<file path="config.mk">
export PLATFORM = sky130hd
export DESIGN_NAME = indexed_register_port_with_palette_load_unit
export DESIGN_NICKNAME = d
export VERILOG_FILES = /design/src/rtl/core/irpl_pkg.sv /design/src/rtl/core/indexed_register_port_with_palette_load_unit.sv
export SDC_FILE = /design/constraint.sdc
export NUM_CORES = 1
export LEC_CHECK = 0
export ABC_AREA = 1
export ABC_CLOCK_PERIOD_IN_PS = 7750
export BUFFER_PORTS_ARGS = -buffer_cell sky130_fd_sc_hd__buf_2
export CORE_MARGIN = 1
export CORE_UTILIZATION = 60
export CTS_CLUSTER_SIZE = 14
export DETAILED_ROUTE_END_ITERATION = 10
export MAX_ROUTING_LAYER = met4
export PLACE_DENSITY = 0.78
export RECOVER_POWER = 25
export SLEW_MARGIN = 20
export SYNTH_ARGS = -nofsm -noshare
export SYNTH_HDL_FRONTEND = slang
export SYNTH_SLANG_ARGS = --single-unit
</file>
<file path="constraint.sdc">
create_clock -name clk -period 7.75 [get_ports clk]
set_input_delay 0 -clock clk [delete_from_list [all_inputs] [get_ports clk]]
set_output_delay 0 -clock clk [all_outputs]
set_load 0.01 [all_outputs]
</file>
<file path="src/rtl/core/irpl_pkg.sv">
// Package with the shared constants and types of the indexed register port.
package irpl_pkg;

  // Widths of the item fields
  localparam int unsigned PORT_W   = 16;
  localparam int unsigned DATA_W   = 8;
  localparam int unsigned OFF_W    = 4;
  localparam int unsigned IDX_W    = 5;
  localparam int unsigned PAL_W    = 6;
  localparam int unsigned PPTR_W   = 4;
  localparam int unsigned BANK_DEPTH = 32;
  localparam int unsigned PAL_DEPTH  = 16;

  // Input tdata packing: port in the low bits, write byte above it
  localparam int unsigned IN_TDATA_W = 24;

  // Reset value of the window base
  localparam logic [PORT_W-1:0] IO_BASE_RESET = 16'h03B0;

  // Offsets inside the sixteen-port window
  localparam logic [OFF_W-1:0] OFF_INDEX  = 4'h4;
  localparam logic [OFF_W-1:0] OFF_DATA   = 4'h5;
  localparam logic [OFF_W-1:0] OFF_MODE   = 4'h8;
  localparam logic [OFF_W-1:0] OFF_STATUS = 4'hA;
  localparam logic [OFF_W-1:0] OFF_SETUP  = 4'hF;

  // Index that routes data writes to the palette
  localparam logic [IDX_W-1:0] PAL_INDEX = 5'h14;

  // Status byte shown in the set phase
  localparam logic [DATA_W-1:0] STATUS_BITS = 8'h81;

  // Access kinds carried in tuser
  localparam logic CMD_READ  = 1'b0;
  localparam logic CMD_WRITE = 1'b1;

  // One accepted access held in the input register
  typedef struct packed {
    logic              command;
    logic [PORT_W-1:0] port;
    logic [DATA_W-1:0] write_data;
  } access_t;

endpackage

</file>
<file path="src/rtl/core/indexed_register_port_with_palette_load_unit.sv">
// Top level of the indexed register port with palette load.
// Path: an accepted item is held in the input register, then its result in the result register.
// Throughput: one item per cycle while out_tready is high; the decode and state update sit between
// the two registers, and an empty input register can still take an item while a result waits in the output register.
// Reset: synchronous on rst_n low; clears both registers' valid flags, the bank, the palette,
// index, pointer, mode, setup and status phase, and loads the window base with 0x3B0.
module indexed_register_port_with_palette_load_unit
  import irpl_pkg::*;
(
  input  logic                  clk,
  input  logic                  rst_n,
  // Input channel
  input  logic                  in_tvalid,
  output logic                  in_tready,
  input  logic [IN_TDATA_W-1:0] in_tdata,   // [15:0] port, [23:16] write_data
  input  logic [0:0]            in_tuser,   // [0] command (0 read, 1 write)
  // Result channel
  output logic                  out_tvalid,
  input  logic                  out_tready,
  output logic [DATA_W-1:0]     out_tdata,  // [7:0] read_data
  output logic [0:0]            out_tuser,  // [0] port_hit
  // Configuration port for the window base
  input  logic                  cfg_wr_en,
  input  logic [PORT_W-1:0]     cfg_wr_data
);

  // Pipeline control and payload registers
  logic              in_valid_r;
  access_t           in_item_r;
  logic              out_valid_r;
  logic [DATA_W-1:0] out_data_r;
  logic              out_hit_r;
  logic              advance;

  // Block state
  logic [PORT_W-1:0] io_base_r;
  logic [DATA_W-1:0] bank_r [BANK_DEPTH];
  logic [PAL_W-1:0]  palette_r [PAL_DEPTH];
  logic [IDX_W-1:0]  index_r, index_nxt;
  logic [PPTR_W-1:0] pal_ptr_r, pal_ptr_nxt;
  logic [DATA_W-1:0] mode_r, mode_nxt;
  logic [DATA_W-1:0] setup_r, setup_nxt;
  logic              status_r, status_nxt;

  // Decode results
  logic              hit;
  logic [PORT_W-1:0] rel_port;
  logic [OFF_W-1:0]  offset;
  logic              bank_we;
  logic              pal_we;
  logic [DATA_W-1:0] read_data;

  // The input register moves on whenever the result register is free or being drained.
  assign advance   = in_valid_r && (!out_valid_r || out_tready);
  assign in_tready = !in_valid_r || advance;

  // Window check with one extra bit so the window never wraps past the top port.
  assign hit = ({1'b0, in_item_r.port} >= {1'b0, io_base_r}) &&
               ({1'b0, in_item_r.port} < ({1'b0, io_base_r} + 17'h00010));
  assign rel_port = in_item_r.port - io_base_r;
  assign offset   = rel_port[OFF_W-1:0];

  // Access decode and next state
  always_comb begin
    index_nxt   = index_r;
    pal_ptr_nxt = pal_ptr_r;
    mode_nxt    = mode_r;
    setup_nxt   = setup_r;
    status_nxt  = status_r;
    bank_we     = 1'b0;
    pal_we      = 1'b0;
    read_data   = '0;
    if (hit) begin
      if (in_item_r.command == CMD_WRITE) begin
        case (offset)
          OFF_INDEX: begin
            index_nxt = in_item_r.write_data[IDX_W-1:0];
            if (in_item_r.write_data[IDX_W-1:0] == PAL_INDEX) begin
              pal_ptr_nxt = '0;
            end
          end
          OFF_DATA: begin
            if (index_r == PAL_INDEX) begin
              pal_we      = 1'b1;
              pal_ptr_nxt = pal_ptr_r + 1'b1;
            end else begin
              bank_we = 1'b1;
            end
          end
          OFF_MODE:  mode_nxt  = in_item_r.write_data;
          OFF_SETUP: setup_nxt = in_item_r.write_data;
          default: ;
        endcase
      end else begin
        case (offset)
          OFF_DATA: read_data = bank_r[index_r];
          OFF_STATUS: begin
            status_nxt = !status_r;
            read_data  = status_r ? '0 : STATUS_BITS;
          end
          default: ;
        endcase
      end
    end
  end

  // Input register
  always_ff @(posedge clk) begin
    if (!rst_n) begin
      in_valid_r <= 1'b0;
    end else if (in_tready) begin
      in_valid_r <= in_tvalid;
    end
    if (in_tready && in_tvalid) begin
      in_item_r.command    <= in_tuser[0];
      in_item_r.port       <= in_tdata[PORT_W-1:0];
      in_item_r.write_data <= in_tdata[PORT_W +: DATA_W];
    end
  end

  // Result register
  always_ff @(posedge clk) begin
    if (!rst_n) begin
      out_valid_r <= 1'b0;
    end else if (advance) begin
      out_valid_r <= 1'b1;
    end else if (out_tready) begin
      out_valid_r <= 1'b0;
    end
    if (advance) begin
      out_data_r <= read_data;
      out_hit_r  <= hit;
    end
  end

  // Scalar state, updated once per item as it leaves the input register
  always_ff @(posedge clk) begin
    if (!rst_n) begin
      index_r   <= '0;
      pal_ptr_r <= '0;
      mode_r    <= '0;
      setup_r   <= '0;
      status_r  <= 1'b0;
    end else if (advance) begin
      index_r   <= index_nxt;
      pal_ptr_r <= pal_ptr_nxt;
      mode_r    <= mode_nxt;
      setup_r   <= setup_nxt;
      status_r  <= status_nxt;
    end
  end

  // Bank and palette storage
  always_ff @(posedge clk) begin
    if (!rst_n) begin
      for (int i = 0; i < BANK_DEPTH; i++) begin
        bank_r[i] <= '0;
      end
      for (int j = 0; j < PAL_DEPTH; j++) begin
        palette_r[j] <= '0;
      end
    end else begin
      if (advance && bank_we) begin
        bank_r[index_r] <= in_item_r.write_data;
      end
      if (advance && pal_we) begin
        palette_r[pal_ptr_r] <= in_item_r.write_data[PAL_W-1:0];
      end
    end
  end

  // Window base register
  always_ff @(posedge clk) begin
    if (!rst_n) begin
      io_base_r <= IO_BASE_RESET;
    end else if (cfg_wr_en) begin
      io_base_r <= cfg_wr_data;
    end
  end

  assign out_tvalid   = out_valid_r;
  assign out_tdata    = out_data_r;
  assign out_tuser[0] = out_hit_r;

endmodule

</file>
# --- Word level (Yosys, flattened, before mapping) ---
# Memories as Yosys holds them, arrays and structs flattened. A register that Yosys moved wholly into a read port is not among the register bits.
# Index checks and enable logic that the tools add are counted.
op_classes:
  n_addsub: 2
  n_bitwise: 2
  eq_ne: 4
  n_mul: 0
  n_reduce_logical: 14
  n_shift: 0
  mux: 17
  div: 0
  magnitude_cmp: 2
ops:
  columns: ["operator", "n"]
  rows:
  - ["$add 16x5->17 const B", 1]
  - ["$lt 16x17->1", 1]
  - ["$ge 16x16->1", 1]
  - ["$mux 8", 2]
  - ["$pmux 8 s2", 1]
  - ["$mux 5", 3]
  - ["$mux 1", 11]
  - ["$eq 4x3->1 const B", 2]
  - ["$reduce_and 4->1", 2]
  - ["$reduce_or 8->1", 1]
  - ["$eq 5x5->1 const B", 1]
  - ["$eq 4x4->1 const B", 1]
  - ["$logic_and 1x1->1", 4]
  - ["$sub 4x4->4", 1]
  - ["$logic_not 1->1", 3]
  - ["$logic_or 1x1->1", 2]
  - ["$not 1->1", 2]
  - ["$reduce_bool 2->1", 1]
  - ["$reduce_or 2->1", 1]
totals:
  out_inout_bits: 11
  rom_bits: 0
  n_memories: 1
  latchBits: 0
  word_cells: 52
  ram_bits: 256
  ff_bits: 58
  input_bits: 46
memory_table:
  columns: ["memory", "depth", "word_bits", "read_ports", "rd_ports_with_merged_regs", "wr", "line_no", "source"]
  rows:
  - ["bank_r", 32, 8, 1, 1, 32, "indexed_register_port_with_palette_load_unit.sv:37", "logic [DATA_W-1:0] bank_r [BANK_DEPTH];"]

# --- Logic depth before layout (Yosys ltp) ---
# Gate-level depths: netlist of run 1.
depth:
  depth_word: 11
  ltp_mapped: 22
  mapped_depth_nobuf: 22

# --- Worst setup path before layout of run 1 ---
# No wires, ideal clock.
synth_path:
  kind: "reg2reg"
  start: "reg io_base_r[4]"
  end: "mem bank_r[9][0], enable pin"
  slack_ps: 4319
  arrival_ps: 3102
  path_buffers: 1
  required_ps: 7421
  period_less_slack_ps: 3431
  setup_time_ps: 329
  path_stages_with_launch: 20
  path_cell_list: "dfxtp_1 -> inv_1 -> nor3_1 -> nand2_1 -> nor2_1 -> nand3_1 -> nor2_1 -> inv_1 -> nor3_1 -> xor2_1 -> ha_1 -> a21boi_0 -> o21ai_2 -> nand2_2 -> nor2_4 -> nand4_4 -> nor2_8 -> buf_12 -> nand3_4 -> nand2_1"
synth_lines:
  columns: ["item", "line_no", "source"]
  rows:
  - ["start: declaration", "indexed_register_port_with_palette_load_unit.sv:36", "logic [PORT_W-1:0] io_base_r;"]
  - ["start signal: assignment", "indexed_register_port_with_palette_load_unit.sv:177", "io_base_r <= cfg_wr_data;"]
  - ["end: declaration", "indexed_register_port_with_palette_load_unit.sv:37", null]

==> results of run 1 <==
==> metrics by stage <==
step / worst slack, ns / total power, mW / std cells / utilization (%)
after global routing: 2.42 / 3.96 / 1938 / 69.9
after CTS: 3.27 / 3.85 / 1938 / 70.2
after detailed placement: 3.28 / 2.22 / 1819 / 63.3
after global placement: 3.41 / 2.21 / 1819 / 63.3
after floorplan: 4.32 / 2.14 / 1515 / -
final: 2.54 / 3.86 / 1938 / 69.9
==> state kept, by name, indices dropped and copies added (netlist names), named ones only <==
register / cells
out_tuser: 1
out_tdata: 8
status_r: 1
out_tvalid: 1
io_base_r: 16
bank_r: 256
in_valid_r: 1
in_item_r: 25
index_r: 5
==> critical path, cell delays in order <==
cell,delay [ns]
buf_2,0.07
clkbuf_1,2.20
clkinv_1,1.61
a21oi_1,0.43
dlygate4sd3_1,0.61
o21ai_0,0.08
dlygate4sd3_1,0.58
==> layout make-up <==
type,instances,share of cell area [%]
Tap cell,324,2.37
Timing Repair Buffer,123,5.29
Sequential cell,319,54.4
Inverter,71,1.57
Clock buffer,39,5.46
Clock inverter,24,1.16
Multi-Input combinational cell,1038,29.8
==> power groups by stage <==
stage | Sequential (mW) | Clock, mW | Combinational, mW
2_1_floorplan | 1.99 | 0 | 0.148
3_3_place_gp | 1.99 | 0 | 0.214
3_5_place_dp | 2.00 | 0 | 0.219
4_1_cts | 1.96 | 1.65 | 0.244
5_1_grt | 1.97 | 1.72 | 0.277
6_report | 1.96 | 1.65 | 0.252
==> cell usage after synthesis, types with 2 or more instances <==
master and instances:
nand3_2 7, nand4_1 4, edfxtp_1 290, nand3_4 20
nor2_1 283, nor2_4 3, a21oi_1 80, ha_1 30
nand2_2 2, nand2_1 332, nor3_1 9, inv_2 2
nor2_2 25, buf_1 8, inv_1 68, o221ai_1 6
clkbuf_1 76, dfxtp_1 29, a211oi_1 4, o211ai_1 2
a22oi_1 18, o21ai_0 37, nand3_1 151, xor2_1 8
==> worst min path at each step <==
stage / cells past startpoint / slack, ns / startpoint / end
6_report: 2 / 0.20 / in_tdata[16] / in_item_r[0]
5_1_grt: 2 / 0.19 / in_tdata[11] / in_item_r[19]
4_1_cts: 4 / 0.17 / rst_n / register
3_5_place_dp: 1 / 0.18 / in_tdata[13] / in_item_r[21]
3_3_place_gp: 1 / 0.18 / in_tdata[2] / in_item_r[10]
2_1_floorplan: 0 / 0.1 / in_tdata[16] / in_item_r[0]
==> cells by family after synthesis <==
kind of cell / share of synthesized area [%]
AO/OA/AOI/OAI: 5.59
AND/OR/NAND/NOR: 25.3
flip-flops: 61.8
other: 0.0249
adder cells (fa/ha/maj): 2.63
XOR/XNOR: 0.524
buffers and inverters: 4.11
==> per-layer routing <==
| layer | GRT usage [%] | vias up | wire (um) |
|---|---|---|---|
| li1 | - | 5283 | - |
| met1 | 40.8 | 5448 | 14700 |
| met2 | 52.1 | 667 | 18900 |
| met3 | 4.80 | 131 | 3780 |
| met4 | 12.6 | 0 | 1490 |
| met5 | - | - | 0 |
==> out/qor.csv, run 1 <==
metric;value;unit
largest area contributor in the netlist;edfxtp_1;
most frequent cells in the layout;nand2_1 (333), edfxtp_1 (290), nor2_1 (283);
commonest non-fill, non-tap cell in the layout;nand2_1;
R2R cell count;18;
# setup viols final;0;
Setup crit start kind;primary input;
power per cell area;226;mW/mm2
final hold slack;0.199;ns
Final min period;5.21;ns
die area;0.0257;mm2
Final nets;1665;
Crit. End Element;register;
reg2reg setup slack;2.89;ns
DP Area;0.0155;mm2
sequential share of the synthesized area;61.8;%
die width;160;um
RSZ-0062 raised after global routing;no;
drt total wl;39.0;mm
crit-path max FO;50;
Syn Inst Count;1508;
TNS Setup;0;ns
Post-CTS Resized;0;
Final Max Tran Viols;51;
DRT Pass-1 Iters;6;
fmax;0.192;GHz
grt total ovfl;0;
DRT iter0 DRCs;1267;
Worst-Margin Slew;3.13;ns
LEAKAGE;6.87;nW
Area contributors post-synth;edfxtp_1 (58%), nand2_1 (8.3%), nor2_1 (7.1%);
Clk pwr share;42.6;%
RR Startpoint;io_base_r[4];
Synth Warn #;0;
most common flop cell mapped by yosys;edfxtp_1;
Reg power frac;50.8;%
Clk pin slew, worst setup/hold paths;0.06;ns
Avg Inst Size Synth;9.97;um2
initial antenna violation count;0;
largest net degree at the start of global routing;87;
GRT Util Overall;32.1;%
routability cong.;0.929;
failing checks;max-capacitance violations, max-slew violations;
Yosys cell types;38;
Max Cap Viol;1;
CTS Root Buffer Type;clkbuf_16;
Crit Reg-Reg Endpoint;bank_r[30][3];
Wirelength per Cell;20.1;um
Setup crit start;rst_n;
Post-Synthesis Cell Area;0.0150;mm2
vias in the first global route;11239;
Routed Antenna Nets;0;
Tcrit/Tclk final;67.2;%
port bufs;56;
Area Growth Syn to Fin;13.7;%
maximum vdd drop;0.000176;V
#FFs+latches synth;319;
post-CTS setup buffers;0;
number of fillers in the final layout;1747;
Boundary Pins;57;
core area;0.0245;mm2
net switching fraction of the power;22.6;%
top-area cell type share of the netlist area;57.9;%
Seq. cell area;0.00929;mm2
Hold Crit Class;primary input to register;
first-pass GRT wire length;60.9;mm
Sink Count;319;
Comb pwr share;6.5;%
WP data arrival;5.60;ns
multi-input logic area;0.00509;mm2
detailed placement HPWL;22.5;mm
Internal;2.99;mW
slew margin rel.;-109;%
CTS tree;done;
H-tree depth;2;
Fin. Hold Viols;0;
worst skew pair latency;0.52;ns
number of diodes;0;
vias per std cell;5.95;
outcome;complete, but fails checks;
critical path class;primary input to register;
std cell rows;57;
height of the chip;160;um
cell area after layout;0.0171;mm2
Post-synth EDFFs;290;
Initial Utilization;61.5;%
clk buf depth;3;
total vias in the final route;11529;
P_sw;0.874;mW
FFs w/ async S/R, synth;0;%
Final Skew;0.0216;ns
TritonCTS Buffers;35;
Hold-fix buffers, CTS;56;
fraction of layout cells with a size suffix above 1;10.8;%
DRC;0;
CP endpoint;io_base_r[4];
CP required;8.15;ns
Power figures use the tool's default switching activity.
==> run 2: changes to the inputs <==
--- a/config.mk
+++ b/config.mk
@@ -6,7 +6,7 @@
 export NUM_CORES = 1
 export LEC_CHECK = 0
 export ABC_AREA = 1
-export ABC_CLOCK_PERIOD_IN_PS = 7750
+export ABC_CLOCK_PERIOD_IN_PS = 4800
 export BUFFER_PORTS_ARGS = -buffer_cell sky130_fd_sc_hd__buf_2
 export CORE_MARGIN = 1
 export CORE_UTILIZATION = 60
==> constraint.sdc (replaced) <==
create_clock -name clk -period 4.8 [get_ports clk]
set_input_delay 0 -clock clk [delete_from_list [all_inputs] [get_ports clk]]
set_output_delay 0 -clock clk [all_outputs]
set_load 0.01 [all_outputs]
==> out/qor.csv, run 2 (synthesized netlist as in run 1, its figures left out) <==
metric;value;unit
outcome;finished, final reports clean;
Final nets;1665;
most used cell, CP;nor2_1;
number of diodes;0;
final hold slack;0.197;ns
most frequent cells in the layout;nand2_1 (333), edfxtp_1 (290), nor2_1 (283);
# setup viols final;0;
DP Area;0.0155;mm2
Largest Register;bank_r;
Boundary Pins;57;
DRC;0;
Setup crit start kind;register;
Worst Path Buf+Inv;2;
maximum vdd drop;0.000310;V
Final Util;69.7;%
worst skew pair latency;0.51;ns
Clk pwr share;41.0;%
Area Growth Syn to Fin;13.4;%
drt total wl;39.1;mm
vias in the first global route;11289;
CTS tree;done;
Crit. End Element;register;
Comb pwr share;6.8;%
DRT iter0 DRCs;1391;
net switching fraction of the power;22.5;%
Internal;4.71;mW
post-CTS setup buffers;0;
die width;160;um
clk buf depth;3;
Final Max Tran Viols;0;
Wirelength per Cell;20.2;um
height of the chip;160;um
Worst-Margin Slew;1.09;ns
H-tree depth;2;
port bufs;56;
P_sw;1.36;mW
ordered list of cells on the worst path;inv_1 -> nor3_1 -> nand2_1 -> nor2_1 -> nand3_1 -> nor2_1 -> inv_1 -> nor3_1 -> xor2_1 -> ha_1 -> and3_1 -> nand3_1 -> nor2_1 -> nor2_4 -> nand4_4 -> nor2_8 -> nand3_2 -> nand2_1;
LEAKAGE;6.81;nW
WP data arrival;4.51;ns
die area;0.0257;mm2
Final min period;4.33;ns
total vias in the final route;11486;
Fin. Hold Viols;0;
number of flip-flops in the largest register;256;
CP required;4.98;ns
vias per std cell;5.93;
Max Cap Viol;0;
fin cells;1936;
crit-path max FO;16;
fmax;0.231;GHz
commonest non-fill, non-tap cell in the layout;nand2_1;
power per cell area;356;mW/mm2
CTS Root Buffer Type;clkbuf_16;
Sink Count;319;
dpl cells;1820;
first-pass GRT wire length;61.2;mm
Routed Antenna Nets;0;
CP top delay family;simple AND/OR/NAND/NOR gates;
Regs by FF count;bank_r (256), in_item_r (25), io_base_r (16);
core area;0.0245;mm2
slowest CP cell;nor2_8;
DRT Pass-1 Iters;6;
TritonCTS Buffers;34;
cell area after layout;0.0170;mm2
RSZ-0062 raised after global routing;no;
detailed placement HPWL;22.4;mm
slew margin rel.;26.9;%
Clk pin slew, worst setup/hold paths;0.06;ns
Tcrit/Tclk final;90.1;%
largest stage delay on the critical path;0.51;ns
GRT Util Overall;32.2;%
Hold Crit Class;primary input to register;
initial antenna violation count;0;
routability cong.;0.928;
Reg power frac;52.2;%
fraction of layout cells with a size suffix above 1;10.1;%
grt total ovfl;0;
Initial Utilization;61.5;%
std cell rows;57;
TNS Setup;0;ns
largest net degree at the start of global routing;93;
Final Skew;0.0210;ns
critical path class;register to register;
==> run 2: changes by cell type in the layout (fill, tap and decap cells not counted), moves of 2 or more <==
cell       previous run  this run
clkinv_1              8        10
clkbuf_1             16        27
clkbuf_16            37        35
buf_2                43        41
clkinv_2             16         5
==> run 2: power groups by stage <==
| stage | clock [mW] | sequential (mW) | combinational, mW |
|---|---|---|---|
| finish | 2.49 | 3.17 | 0.413 |
| global route | 2.60 | 3.18 | 0.448 |
| CTS | 2.49 | 3.17 | 0.396 |
| detailed placement | 0 | 3.23 | 0.355 |
| global placement | 0 | 3.22 | 0.349 |
| floorplan | 0 | 3.21 | 0.240 |
==> run 2: worst reg2reg max path: stages (launching register included) <==
cell     delay [ns]
dfxtp_1        0.43
inv_1          0.12
nor3_1         0.36
nand2_1        0.10
nor2_1         0.19
nand3_1        0.14
nor2_1         0.16
inv_1          0.07
nor3_1         0.19
xor2_1         0.17
ha_1           0.25
and3_1         0.17
nand3_1        0.13
nor2_1         0.09
nor2_4         0.11
nand4_4        0.14
nor2_8         0.51
nand3_2        0.33
nand2_1        0.35
==> run 2: final timing paths <==
path	end	depth (start not counted)	start	slack [ns]
worst min register to register	io_base_r[2]	2	io_base_r[2]	0.47
worst min-delay path	status_r	4	rst_n	0.20
worst max-delay path	bank_r[8][1]	18	io_base_r[4]	0.47
worst max register to register	bank_r[8][1]	18	io_base_r[4]	0.47
==> run 2: per-stage QoR <==
step                power, mW  setup WS, ns
finish                   6.08         0.474
floorplan                3.45          1.37
global placement         3.57         0.799
global route             6.23        0.0696
detailed placement       3.58         0.638
CTS                      6.05         0.633
==> run 2: final cells by class <==
cell class                 count  area (um2)
sequential                   319        9290
fill                        1721        7420
clock inverter                13         116
tap                          324         405
inverter                      71         268
multi-input combinational   1038        5120
timing repair buffer         124         925
clock buffer                  47         921
==> run 2: timing repair <==
| action | in CTS | in global routing |
|---|---|---|
| endpoints found under the hold margin | 43 | 0 |
| resized for setup | 0 | 0 |
| hold buffers | 56 | 0 |
==> run 2: per-layer routing <==
layer,GRT usage [%],wire length [um]
met4,13.6,1670
met2,51.6,18900
met3,5.11,3770
met1,40.9,14800
met5,-,0
==> run 3: changes to the inputs <==
--- a/config.mk
+++ b/config.mk
@@ -9,11 +9,10 @@
 export ABC_CLOCK_PERIOD_IN_PS = 4800
 export BUFFER_PORTS_ARGS = -buffer_cell sky130_fd_sc_hd__buf_2
 export CORE_MARGIN = 1
-export CORE_UTILIZATION = 60
+export CORE_UTILIZATION = 45
 export CTS_CLUSTER_SIZE = 14
 export DETAILED_ROUTE_END_ITERATION = 10
 export MAX_ROUTING_LAYER = met4
-export PLACE_DENSITY = 0.78
 export RECOVER_POWER = 25
 export SLEW_MARGIN = 20
 export SYNTH_ARGS = -nofsm -noshare
==> out/qor.csv, run 3 (synthesized netlist as in run 1, its figures left out) <==
metric;value;unit
most frequent cells in the layout;nand2_1 (333), edfxtp_1 (290), nor2_1 (283);
Routed Antenna Nets;0;
routability cong.;0.852;
die width;185;um
number of flip-flops in the largest register;256;
Final Max Tran Viols;0;
Max Cap Viol;0;
clk buf depth;3;
DRT Pass-1 Iters;5;
WP data arrival;4.43;ns
Regs by FF count;bank_r (256), in_item_r (25), io_base_r (16);
crit-path max FO;16;
Post-CTS Resized;0;
Boundary Pins;57;
initial antenna violation count;0;
Area Growth Syn to Fin;14.8;%
Setup crit start kind;register;
Final min period;4.26;ns
Worst-Margin Slew;1.12;ns
vias in the first global route;10861;
Wirelength per Cell;19.3;um
TNS Setup;0;ns
Internal;4.83;mW
Hold-fix buffers, CTS;54;
number of fillers in the final layout;2948;
largest net degree at the start of global routing;77;
vias per std cell;5.37;
Clk pwr share;42.6;%
RSZ-0062 raised after global routing;no;
CP required;4.96;ns
commonest non-fill, non-tap cell in the layout;nand2_1;
detailed placement HPWL;24.1;mm
# setup viols final;0;
CTS Root Buffer Type;clkbuf_16;
CTS tree;done;
Tcrit/Tclk final;88.8;%
fraction of layout cells with a size suffix above 1;10.6;%
GRT Util Overall;24.6;%
std cell rows;66;
Sink Count;319;
final hold slack;0.190;ns
grt total ovfl;0;
fmax;0.235;GHz
Final nets;1663;
DRT iter0 DRCs;950;
P_sw;1.39;mW
die area;0.0342;mm2
first-pass GRT wire length;61.0;mm
power per cell area;360;mW/mm2
number of diodes;0;
Largest Register;bank_r;
drt total wl;39.8;mm
Fin. Hold Viols;0;
net switching fraction of the power;22.3;%
Clk pin slew, worst setup/hold paths;0.06;ns
H-tree depth;2;
total vias in the final route;11049;
height of the chip;185;um
Initial Utilization;46.0;%
Hold Crit Class;primary input to register;
Comb pwr share;6.4;%
Reg power frac;51.0;%
LEAKAGE;6.85;nW
port bufs;56;
outcome;finished, final reports clean;
core area;0.0327;mm2
DRC;0;
slew margin rel.;25.6;%
Final Skew;0.0289;ns
Crit. End Element;register;
TritonCTS Buffers;36;
post-CTS setup buffers;0;
worst skew pair latency;0.53;ns
critical path class;register to register;
maximum vdd drop;0.000283;V
[run 3: per-layer routing]
layer	global-route usage, %	up-vias	wire, um
met4	8.86	0	1340
li1	-	5292	-
met5	-	-	0
met2	38.8	400	18700
met1	32.5	5261	17200
met3	3.24	96	2520
[run 3: final cells by class]
type | instances | area [um2] | area share, %
tap | 442 | 553 | 3.20
clock buffer | 57 | 1060 | 6.15
clock inverter | 9 | 75.1 | 0.435
timing repair buffer | 120 | 890 | 5.16
multi-input combinational | 1038 | 5120 | 29.6
inverter | 71 | 268 | 1.55
sequential | 319 | 9290 | 53.9
[run 3: stage by stage]
step           std cells  power [mW]  setup WS (ns)  instance area [um2]  utilization, %
2_1_floorplan       1515        3.45           1.37                15100               -
3_3_place_gp        1936        3.59          0.702                15600            47.8
3_5_place_dp        1936        3.59          0.560                15600            47.8
4_1_cts             2056        6.25          0.535                17300            52.9
5_1_grt             2056        6.40          0.141                17300            52.8
6_report            2056        6.22          0.537                17300            52.8
[run 3: critical path: stages, from the launching register on]
cell,delay (ns)
dfxtp_1,0.39
inv_1,0.09
nor3_1,0.30
nand2_1,0.10
nor2_1,0.17
nand3_1,0.12
nor2_1,0.14
inv_1,0.07
nor3_1,0.19
xor2_1,0.17
ha_1,0.25
and3_1,0.18
nand3_1,0.12
nor2_1,0.09
nor2_4,0.10
nand4_4,0.14
nor2_8,0.57
nand3_2,0.31
nand2_1,0.40
[run 3: final timing paths]
check	end	cells past startpoint	slack, ns	startpoint
max reg2reg	bank_r[2][7]	18	0.54	io_base_r[4]
min reg2reg	io_base_r[2]	2	0.47	io_base_r[2]
min	status_r	4	0.19	rst_n
max	bank_r[2][7]	18	0.54	io_base_r[4]
[run 3: power groups by stage]
stage                     Combinational, mW  Clock [mW]  Sequential [mW]
final                                 0.399        2.65             3.17
after global routing                  0.446        2.78             3.18
after CTS                             0.400        2.68             3.17
after detailed placement              0.363           0             3.23
after global placement                0.361           0             3.22
after floorplan                       0.240           0             3.21
